**config.mk**
```make
export PLATFORM = sky130hd
export DESIGN_NAME = three_stacks_one_array
export DESIGN_NICKNAME = d
export VERILOG_FILES = /design/src/tsoa_pkg.sv /design/src/tsoa_ram.sv /design/src/tsoa_counts.sv /design/src/three_stacks_one_array.sv
export SDC_FILE = /design/constraint.sdc
export NUM_CORES = 2
export LEC_CHECK = 0
export BUFFER_PORTS_ARGS = -buffer_cell sky130_fd_sc_hd__buf_2
export CORE_ASPECT_RATIO = 1.25
export CORE_MARGIN = 1.5
export CORE_UTILIZATION = 50
export CTS_CLUSTER_SIZE = 20
export DETAILED_ROUTE_END_ITERATION = 6
export PLACE_DENSITY = 0.73
export REMOVE_ABC_BUFFERS = 1
export SLEW_MARGIN = 20
export SYNTH_ARGS = -nofsm -noshare
export SYNTH_HDL_FRONTEND = slang
export SYNTH_SLANG_ARGS = --single-unit
```
**constraint.sdc**
```tcl
create_clock -name clk -period 5 [get_ports clk]
set_clock_uncertainty 0.15 [all_clocks]
set_input_delay 1 -clock clk [delete_from_list [all_inputs] [get_ports clk]]
set_output_delay 1 -clock clk [all_outputs]
set_load 0.02 [all_outputs]
```
**src/tsoa_pkg.sv**
```systemverilog
// Shared codes and types for the three-stacks-in-one-array block.
`default_nettype none

package tsoa_pkg;

  localparam int DATA_W   = 32;
  localparam int SEL_W    = 2;
  localparam int STATUS_W = 2;

  localparam logic OP_PUSH = 1'b0;
  localparam logic OP_POP  = 1'b1;

  localparam logic [STATUS_W-1:0] ST_OK    = 2'd0;
  localparam logic [STATUS_W-1:0] ST_EMPTY = 2'd1;
  localparam logic [STATUS_W-1:0] ST_FULL  = 2'd2;

  // Count update request from the sequencer to the count bank.
  typedef struct packed {
    logic inc;
    logic dec;
  } cnt_cmd_t;

endpackage

`default_nettype wire

```
**src/tsoa_ram.sv**
```systemverilog
// Slot store: one write port, one read port with registered read data.
`default_nettype none

module tsoa_ram import tsoa_pkg::*; #(
  parameter int DEPTH = 64,
  parameter int AW    = 6
) (
  input  wire logic              clk,
  input  wire logic              we,
  input  wire logic [AW-1:0]     waddr,
  input  wire logic [DATA_W-1:0] wdata,
  input  wire logic [AW-1:0]     raddr,
  output logic      [DATA_W-1:0] rdata
);

  logic [DATA_W-1:0] mem [DEPTH];

  always_ff @(posedge clk) begin
    if (we) begin
      mem[waddr] <= wdata;
    end
    rdata <= mem[raddr];
  end

endmodule

`default_nettype wire

```
**src/tsoa_counts.sv**
```systemverilog
// Per-stack element counters with the total over all stacks and the prefix sum up to the selected stack.
`default_nettype none

module tsoa_counts import tsoa_pkg::*; #(
  parameter int NUM_STACKS = 3,
  parameter int CW         = 7
) (
  input  wire logic             clk,
  input  wire logic             rst,
  input  wire logic [SEL_W-1:0] sel,
  input  wire cnt_cmd_t         cmd,
  output logic      [CW-1:0]    total,
  output logic      [CW-1:0]    prefix,
  output logic                  sel_ok,
  output logic                  sel_empty
);

  localparam int IW = 4;

  logic [CW-1:0] counts [NUM_STACKS];
  logic [IW-1:0] sel_w;

  assign sel_w  = IW'(sel);
  assign sel_ok = sel_w < IW'(NUM_STACKS);

  // prefix covers stacks 0..sel inclusive
  always_comb begin
    total     = '0;
    prefix    = '0;
    sel_empty = 1'b1;
    for (int i = 0; i < NUM_STACKS; i++) begin
      total = total + counts[i];
      if (IW'(i) <= sel_w) begin
        prefix = prefix + counts[i];
      end
      if (IW'(i) == sel_w) begin
        sel_empty = counts[i] == '0;
      end
    end
  end

  always_ff @(posedge clk) begin
    if (rst) begin
      for (int i = 0; i < NUM_STACKS; i++) begin
        counts[i] <= '0;
      end
    end else begin
      for (int i = 0; i < NUM_STACKS; i++) begin
        if (IW'(i) == sel_w) begin
          if (cmd.inc) begin
            counts[i] <= counts[i] + CW'(1);
          end else if (cmd.dec) begin
            counts[i] <= counts[i] - CW'(1);
          end
        end
      end
    end
  end

endmodule

`default_nettype wire

```
**src/three_stacks_one_array.sv**
```systemverilog
// Top level: sequencer that moves slots through the shared store for push and pop.
`default_nettype none

// NUM_STACKS stacks packed back to back in one store of CAPACITY 32-bit slots.
// An item is taken when start is high and busy is low; its single result
// appears with done high for exactly one cycle and must be taken then, since
// the receiver cannot hold it off. A rejected item (empty pop, full push, or a
// stack number that does not exist) finishes in the evaluation state. An
// accepted push or pop moves each slot that lies above the insert or removal
// point (slots of higher stacks plus none of the addressed one): each of those
// slots is moved by one read and one write through the single read/write port
// pair of the slot RAM, one slot per cycle. A push ends with a write of the
// new value, a pop begins with a read of the top value. busy stays high from
// the start edge until the result is produced.
module three_stacks_one_array import tsoa_pkg::*; #(
  parameter int CAPACITY   = 64,
  parameter int NUM_STACKS = 3
) (
  input  wire logic                       clk,
  input  wire logic                       rst,
  input  wire logic                       start,
  output logic                            busy,
  input  wire logic                       op,
  input  wire logic        [SEL_W-1:0]    stack_sel,
  input  wire logic signed [DATA_W-1:0]   value,
  output logic                            done,
  output logic signed      [DATA_W-1:0]   popped_value,
  output logic             [STATUS_W-1:0] status
);

  localparam int AW = (CAPACITY > 1) ? $clog2(CAPACITY) : 1;
  localparam int CW = $clog2(CAPACITY + 1);

  localparam logic [2:0] S_IDLE    = 3'd0;
  localparam logic [2:0] S_EVAL    = 3'd1;
  localparam logic [2:0] S_PUSH_SH = 3'd2;
  localparam logic [2:0] S_PUSH_WR = 3'd3;
  localparam logic [2:0] S_POP_RD  = 3'd4;
  localparam logic [2:0] S_POP_SH  = 3'd5;

  logic [2:0]        state, state_next;
  logic              op_r;
  logic [SEL_W-1:0]  sel_r;
  logic [DATA_W-1:0] val_r;
  logic [CW-1:0]     total_r, total_next;
  logic [AW-1:0]     pos_r, pos_next;
  logic [AW-1:0]     wr_ptr, wr_ptr_next;
  logic [DATA_W-1:0] pop_data, pop_data_next;

  logic              ram_we;
  logic [AW-1:0]     ram_waddr, ram_raddr;
  logic [DATA_W-1:0] ram_wdata, ram_rdata;

  cnt_cmd_t          cmd;
  logic [CW-1:0]     cnt_total, cnt_prefix, prefix_m1;
  logic              sel_ok, sel_empty;

  logic              fin;
  logic [STATUS_W-1:0] fin_status;
  logic [DATA_W-1:0] fin_pop;

  tsoa_ram #(
    .DEPTH (CAPACITY),
    .AW    (AW)
  ) u_ram (
    .clk   (clk),
    .we    (ram_we),
    .waddr (ram_waddr),
    .wdata (ram_wdata),
    .raddr (ram_raddr),
    .rdata (ram_rdata)
  );

  tsoa_counts #(
    .NUM_STACKS (NUM_STACKS),
    .CW         (CW)
  ) u_counts (
    .clk       (clk),
    .rst       (rst),
    .sel       (sel_r),
    .cmd       (cmd),
    .total     (cnt_total),
    .prefix    (cnt_prefix),
    .sel_ok    (sel_ok),
    .sel_empty (sel_empty)
  );

  assign busy      = state != S_IDLE;
  assign prefix_m1 = cnt_prefix - CW'(1);

  always_comb begin
    state_next    = state;
    total_next    = total_r;
    pos_next      = pos_r;
    wr_ptr_next   = wr_ptr;
    pop_data_next = pop_data;
    ram_we        = 1'b0;
    ram_waddr     = wr_ptr;
    ram_wdata     = ram_rdata;
    ram_raddr     = '0;
    cmd           = '0;
    fin           = 1'b0;
    fin_status    = ST_OK;
    fin_pop       = '0;
    case (state)
      S_IDLE: begin
        if (start) begin
          state_next = S_EVAL;
        end
      end
      S_EVAL: begin
        total_next = cnt_total;
        if (op_r == OP_PUSH) begin
          if (!sel_ok || cnt_total >= CW'(CAPACITY)) begin
            fin        = 1'b1;
            fin_status = ST_FULL;
            state_next = S_IDLE;
          end else begin
            pos_next = cnt_prefix[AW-1:0];
            if (cnt_total == cnt_prefix) begin
              state_next = S_PUSH_WR;
            end else begin
              // move from the top slot downward
              ram_raddr   = cnt_total[AW-1:0] - AW'(1);
              wr_ptr_next = cnt_total[AW-1:0];
              state_next  = S_PUSH_SH;
            end
          end
        end else begin
          if (!sel_ok || sel_empty) begin
            fin        = 1'b1;
            fin_status = ST_EMPTY;
            state_next = S_IDLE;
          end else begin
            pos_next    = prefix_m1[AW-1:0];
            wr_ptr_next = prefix_m1[AW-1:0];
            ram_raddr   = prefix_m1[AW-1:0];
            state_next  = S_POP_RD;
          end
        end
      end
      S_PUSH_SH: begin
        ram_we    = 1'b1;
        ram_waddr = wr_ptr;
        ram_wdata = ram_rdata;
        if (wr_ptr - AW'(1) == pos_r) begin
          state_next = S_PUSH_WR;
        end else begin
          ram_raddr   = wr_ptr - AW'(2);
          wr_ptr_next = wr_ptr - AW'(1);
        end
      end
      S_PUSH_WR: begin
        ram_we     = 1'b1;
        ram_waddr  = pos_r;
        ram_wdata  = val_r;
        cmd.inc    = 1'b1;
        fin        = 1'b1;
        state_next = S_IDLE;
      end
      S_POP_RD: begin
        pop_data_next = ram_rdata;
        if (CW'(wr_ptr) + CW'(1) < total_r) begin
          ram_raddr  = wr_ptr + AW'(1);
          state_next = S_POP_SH;
        end else begin
          cmd.dec    = 1'b1;
          fin        = 1'b1;
          fin_pop    = ram_rdata;
          state_next = S_IDLE;
        end
      end
      S_POP_SH: begin
        ram_we    = 1'b1;
        ram_waddr = wr_ptr;
        ram_wdata = ram_rdata;
        if (CW'(wr_ptr) + CW'(2) < total_r) begin
          ram_raddr   = wr_ptr + AW'(2);
          wr_ptr_next = wr_ptr + AW'(1);
        end else begin
          cmd.dec    = 1'b1;
          fin        = 1'b1;
          fin_pop    = pop_data;
          state_next = S_IDLE;
        end
      end
      default: begin
        state_next = S_IDLE;
      end
    endcase
  end

  always_ff @(posedge clk) begin
    if (rst) begin
      state <= S_IDLE;
      done  <= 1'b0;
    end else begin
      state <= state_next;
      done  <= fin;
    end
  end

  always_ff @(posedge clk) begin
    if (state == S_IDLE && start) begin
      op_r  <= op;
      sel_r <= stack_sel;
      val_r <= value;
    end
    total_r  <= total_next;
    pos_r    <= pos_next;
    wr_ptr   <= wr_ptr_next;
    pop_data <= pop_data_next;
    if (fin) begin
      status       <= fin_status;
      popped_value <= fin_pop;
    end
  end

endmodule

`default_nettype wire
```
# == After elaboration in Yosys (flattened, before gate mapping) ==
# Memories as Yosys holds them, arrays and structs flattened. A register that Yosys moved wholly into a read port is not among the register bits.
# Index checks and enable logic that the tools add are counted.
# totals
latch_bits,0
memories,2
reg_bits,124
ramBits,2069
output_inout_bits,36
mem_bits_ro,0
in_bits,38
wordCells,158
# memory_table
name,depth,word_bits,rd,rd_ports_with_merged_regs,wr,line,text
u_ram.mem,64,32,1,1,1,tsoa_ram.sv:16,logic [DATA_W-1:0] mem [DEPTH];
u_counts.counts,3,7,3,0,3,tsoa_counts.sv:20,logic [CW-1:0] counts [NUM_STACKS];
# op_classes
n_shift,0
n_bitwise,6
reduce_logical,15
div,0
n_mul,0
n_mux,80
n_eq_ne,19
add_sub_neg,18
order_cmp,7
# op_table
operator,count
32-bit 2-to-1 mux,3
6-bit 2-to-1 mux,16
32-bit one-hot mux with 2 select lines,1
7-bit 2-to-1 mux,9
1-bit 2-to-1 mux,37
7-bit adder,4
6-bit one-hot mux with 4 select lines,1
7-bit by 1-bit adder with 7-bit output (second input constant),3
7-bit zero test,3
7-bit by 1-bit subtractor with 7-bit output (second input constant),3
3-bit 2-to-1 mux,6
6-bit one-hot mux with 3 select lines,1
6-bit by 1-bit subtractor with 6-bit output (second input constant),3
3-bit one-hot mux with 5 select lines,1
7-bit less-than comparator,2
2-bit != test (second input constant),7
3-bit != test (second input constant),3
6-bit by 1-bit adder with 7-bit output (second input constant),1
6-bit by 2-bit adder with 7-bit output (second input constant),1
7-bit == test,1
7-bit >= comparator (second input constant),1
6-bit by 1-bit adder with 6-bit output (second input constant),1
6-bit by 2-bit adder with 6-bit output (second input constant),1
3-bit by 2-bit == test with 1-bit output (second input constant),2
22 further kinds,34

# == Depth between registers and ports, before layout ==
# depth
ltp_word,11
ltp_mapped,25
mapped_depth_nobuf,21

# == By module ==
# Synthesis repeated with hierarchy kept, for this count alone.
# unflattened
cells_unflattened,4052
hier_area_um2,87128.6
# modules_own_cells
module,n_inst,seq_area_each_um2,area_per_inst_um2,cells_each
tsoa_ram,1,62139.6,78515.3,3324
three_stacks_one_array,1,3683.5,6023.3,441
tsoa_counts,1,630.6,2590.0,287

# == Worst setup path before layout ==
# OpenSTA, ideal clock, no wires.
# synth_path
path_type,reg2reg
from,mem u_counts.counts[1][0]
to,reg u_ram.rdata[10] (read register of u_ram.mem)
stages_incl_launch_ff,22
t_arrival_ns,5.143
path_buffers,3
synth_period_minus_slack_ns,5.417
path_slack_ns,-0.417
required_time_ns,4.726
setup_time_ns,0.124
path_cell_list,edfxtp_1 -> ha_1 -> fa_1 -> a21oi_1 -> nand4b_1 -> o41ai_2 -> or2_2 -> ha_1 -> a21oi_1 -> or4_1 -> o2111a_1 -> and3_1 -> o211a_1 -> o2111ai_1 -> buf_2 -> a21o_1 -> buf_2 -> buf_1 -> mux4_2 -> a22oi_1 -> nand2_1 -> a2111o_1
# synth_rtl
element,line,text
start: declaration,tsoa_counts.sv:20,
end: declaration,tsoa_ram.sv:13,output logic [DATA_W-1:0] rdata

==> out/results.ini <==
[status]
status = complete, but fails checks
violations = setup timing

[placed_design]
postPlaceCellArea_um2 = 95700
io_buffers = 73
dp.final_hpwl_um = 140000
dp_slack_ps = -1230
gp_congestion = 0.933
place_inst = 7241

[critical_path]
arrival_ps = 6200
worst-path-max-fanout = 10
ff2ff_setup_slack_ps = -600
reg2reg_from = u_counts.counts[0][1]$_SDFFCE_PN0P_
cp-start-kind = flip-flop
critPathMaxStageDelay_ps = 520
crit_type = flip-flop to flip-flop
endpoint_kind = flip-flop
slowest_stage = or4_1
critPathRequiredTime_ps = 5600
crit_top_cell = buf_4
crit_path_start = u_counts.counts[0][1]$_SDFFCE_PN0P_
r2r-end = u_ram.rdata[22]$_DFF_P_
worst-r2r-cell-count = 27

[logic_synthesis]
synth_area_leaders = edfxtp_1, mux4_2, a22oi_1
synth_edf_count = 2189
yosys-top-cells-count = edfxtp_1, mux4_2, nand2_1
ys_seq_elements = 2225
seq_area_frac_synth = 0.761
syn_area_um2 = 87400
synth.distinct_cells = 85
synth_cells = 4489
async_flop_share = 0
yosysTopAreaCellShare = 0.752
yosysWarningCount = 0
synth-main-ff-cell = edfxtp_1
syn_area_per_cell_um2 = 19.5
synth_top_area_cell = edfxtp_1
synth.most_common_cell = edfxtp_1

[cts]
cts-root-buf = clkbuf_16
htree_levels = 4
clock_path_buffers = 3
cts_sinks = 2225
cts_tree = yes
cts_inserted_buffers = 203
clk_latency_ps = 880
clkTransAtPathRegs_ps = 70

[power]
switching_power_mw = 17.1
power_mw = 55.6
leakagePower_nw = 35.1
clkPwrFrac = 0.283
p_per_area_nw_per_um2 = 521
p_seq_frac = 0.431
vdd_ir_drop_max_mv = 0.464
internal_power_mw = 38.6
p_comb_frac = 0.286
swShare = 0.307

[timing]
relSlewSlack = 0.248
tns_ps = -16470
report.final.slew_viol_count = 0
setup_violations = 32
fmax_mhz = 179
fin_crit_sh = 1.12
worstMarginPinSlew_ps = 1120
hold_violations = 0
min_period_ps = 5600
worst_slack_ps = -600
rsz0062_at_grt = yes
whs_ps = 148

[min_path]
hp-class = primary input to flip-flop
holdPathEnd = val_r[19]$_DFFE_PP_
hold_start = value[19]
hold-path-cell-count = 1

[floorplan]
rows = 171
die_y_um = 470
core_region_area_um2 = 174000
fp.dieArea_um2 = 177000
die_w_um = 377
initial_core_util = 0.503
ios = 74

[detailed_routing]
drt_drc_violations_left = 0
wl_per_cell_um = 32.1
wl_um = 250000
drt-initial-drc-count = 6532
ant_nets = 0
vias = 50089
viasPerCell = 6.45
firstDrtPassIters = 6

[global_route]
grt_first_pass_wirelength_um = 349000
grt_pass1_vias = 49782
grt_use_total = 0.276
grt_max_degree = 65
overflow = 0
antenna_found_initial = 7

[finish]
num-fill-cells = 11569
final_util = 0.615
final_cells = 7768
multi_input_area_um2 = 22200
syn2layout_area_growth_pct = 22.2
regArea_um2 = 66500
layout.nets = 5357
drive_gt1_frac = 0.365
final_cell_area_um2 = 107000

[flow_run]
maxCapViolCount = 0

routing by layer:
layer	track usage	share of wire	up-vias
li1	-	-	20090
met1	0.341	0.34	25759
met2	0.451	0.49	3500
met3	0.0552	0.097	734
met4	0.163	0.069	6
met5	0	0.00014	-
worst max path at each step:
stage | to | depth (start not counted) | slack, ps
after floorplan | u_ram.rdata[13]$_DFF_P_ | 18 | -18600
after global placement | u_ram.rdata[31]$_DFF_P_ | 20 | -1090
after detailed placement | u_ram.rdata[31]$_DFF_P_ | 20 | -1230
after CTS | u_ram.rdata[4]$_DFF_P_ | 19 | -500
after global routing | u_ram.rdata[22]$_DFF_P_ | 26 | -760
final | u_ram.rdata[22]$_DFF_P_ | 27 | -600
worst max-delay path, delay by kind of cell (launching register included):
family	cells	cell delay [ps]
buffers and inverters	9	1390
flip-flops	1	440
adder cells (fa/ha/maj)	2	570
AO/OA/AOI/OAI	11	2020
XOR/XNOR	1	150
AND/OR/NAND/NOR	4	740
cells in the final DEF (no fill, tap or decap), types with 22 or more instances in the layout:
cell	Yosys	final
a2111o_1	24	24
a2111oi_2	0	26
a21oi_1	152	93
a21oi_2	1	43
a22o_1	45	44
a22oi_1	197	76
a22oi_2	0	121
buf_12	0	101
buf_2	91	73
buf_4	15	511
buf_6	12	74
clkbuf_1	104	43
clkbuf_16	0	220
clkinv_1	1	38
clkinv_2	0	35
dfxtp_1	36	36
edfxtp_1	2189	2189
ha_1	50	44
inv_1	34	34
mux2i_1	37	28
mux4_2	433	433
nand2_1	347	287
nand2_2	0	32
nand2_4	0	27
nand3_1	80	80
nor2_1	135	57
nor2_4	0	72
nor3_1	81	63
o21ai_0	26	22
xnor2_1	39	37
final cells by class:
cell class                      count  share of cell area
Tap cell                         2335              0.0274
Clock inverter                    126              0.0128
Sequential cell                  2225               0.622
Antenna cell                        1           0.0000234
Timing Repair Buffer              812              0.0783
Inverter                           37             0.00130
Clock buffer                      253              0.0501
Multi-Input combinational cell   1979               0.208
power groups by stage:
stage | sequential (mW) | clock [mW] | combinational (mW)
after global routing | 24.0 | 16.5 | 16.5
after CTS | 24.0 | 15.8 | 14.4
after detailed placement | 24.4 | 0 | 13.1
after floorplan | 24.3 | 0 | 7.24
final | 24.0 | 15.7 | 15.9
after global placement | 24.4 | 0 | 12.8
logic make-up after synthesis:
kind of cell | share of synthesized area
flops | 0.761
simple gates | 0.0376
compound gates | 0.0539
mux | 0.117
buf+inv | 0.0152
fa+ha+maj | 0.00968
xor+xnor | 0.00609
state kept, by name, indices dropped and copies added (netlist names):
register         cells
done                 1
val_r               32
pos_r                6
popped_value        32
u_ram.mem         2048
op_r                 1
state                3
pop_data            32
u_counts.counts     21
u_ram.rdata         32
total_r              7
wr_ptr               6
sel_r                2
status               2
repair_timing:
item | 4_1_cts | 5_1_grt
setup buffers | 77 | 62
resized for setup | 277 | 267
setup endpoints to repair | 32 | 33
pin swaps | 75 | 125
cloned | 14 | 17
hold buffers | 0 | 0
No activity file was read; power rests on OpenSTA's default activity.
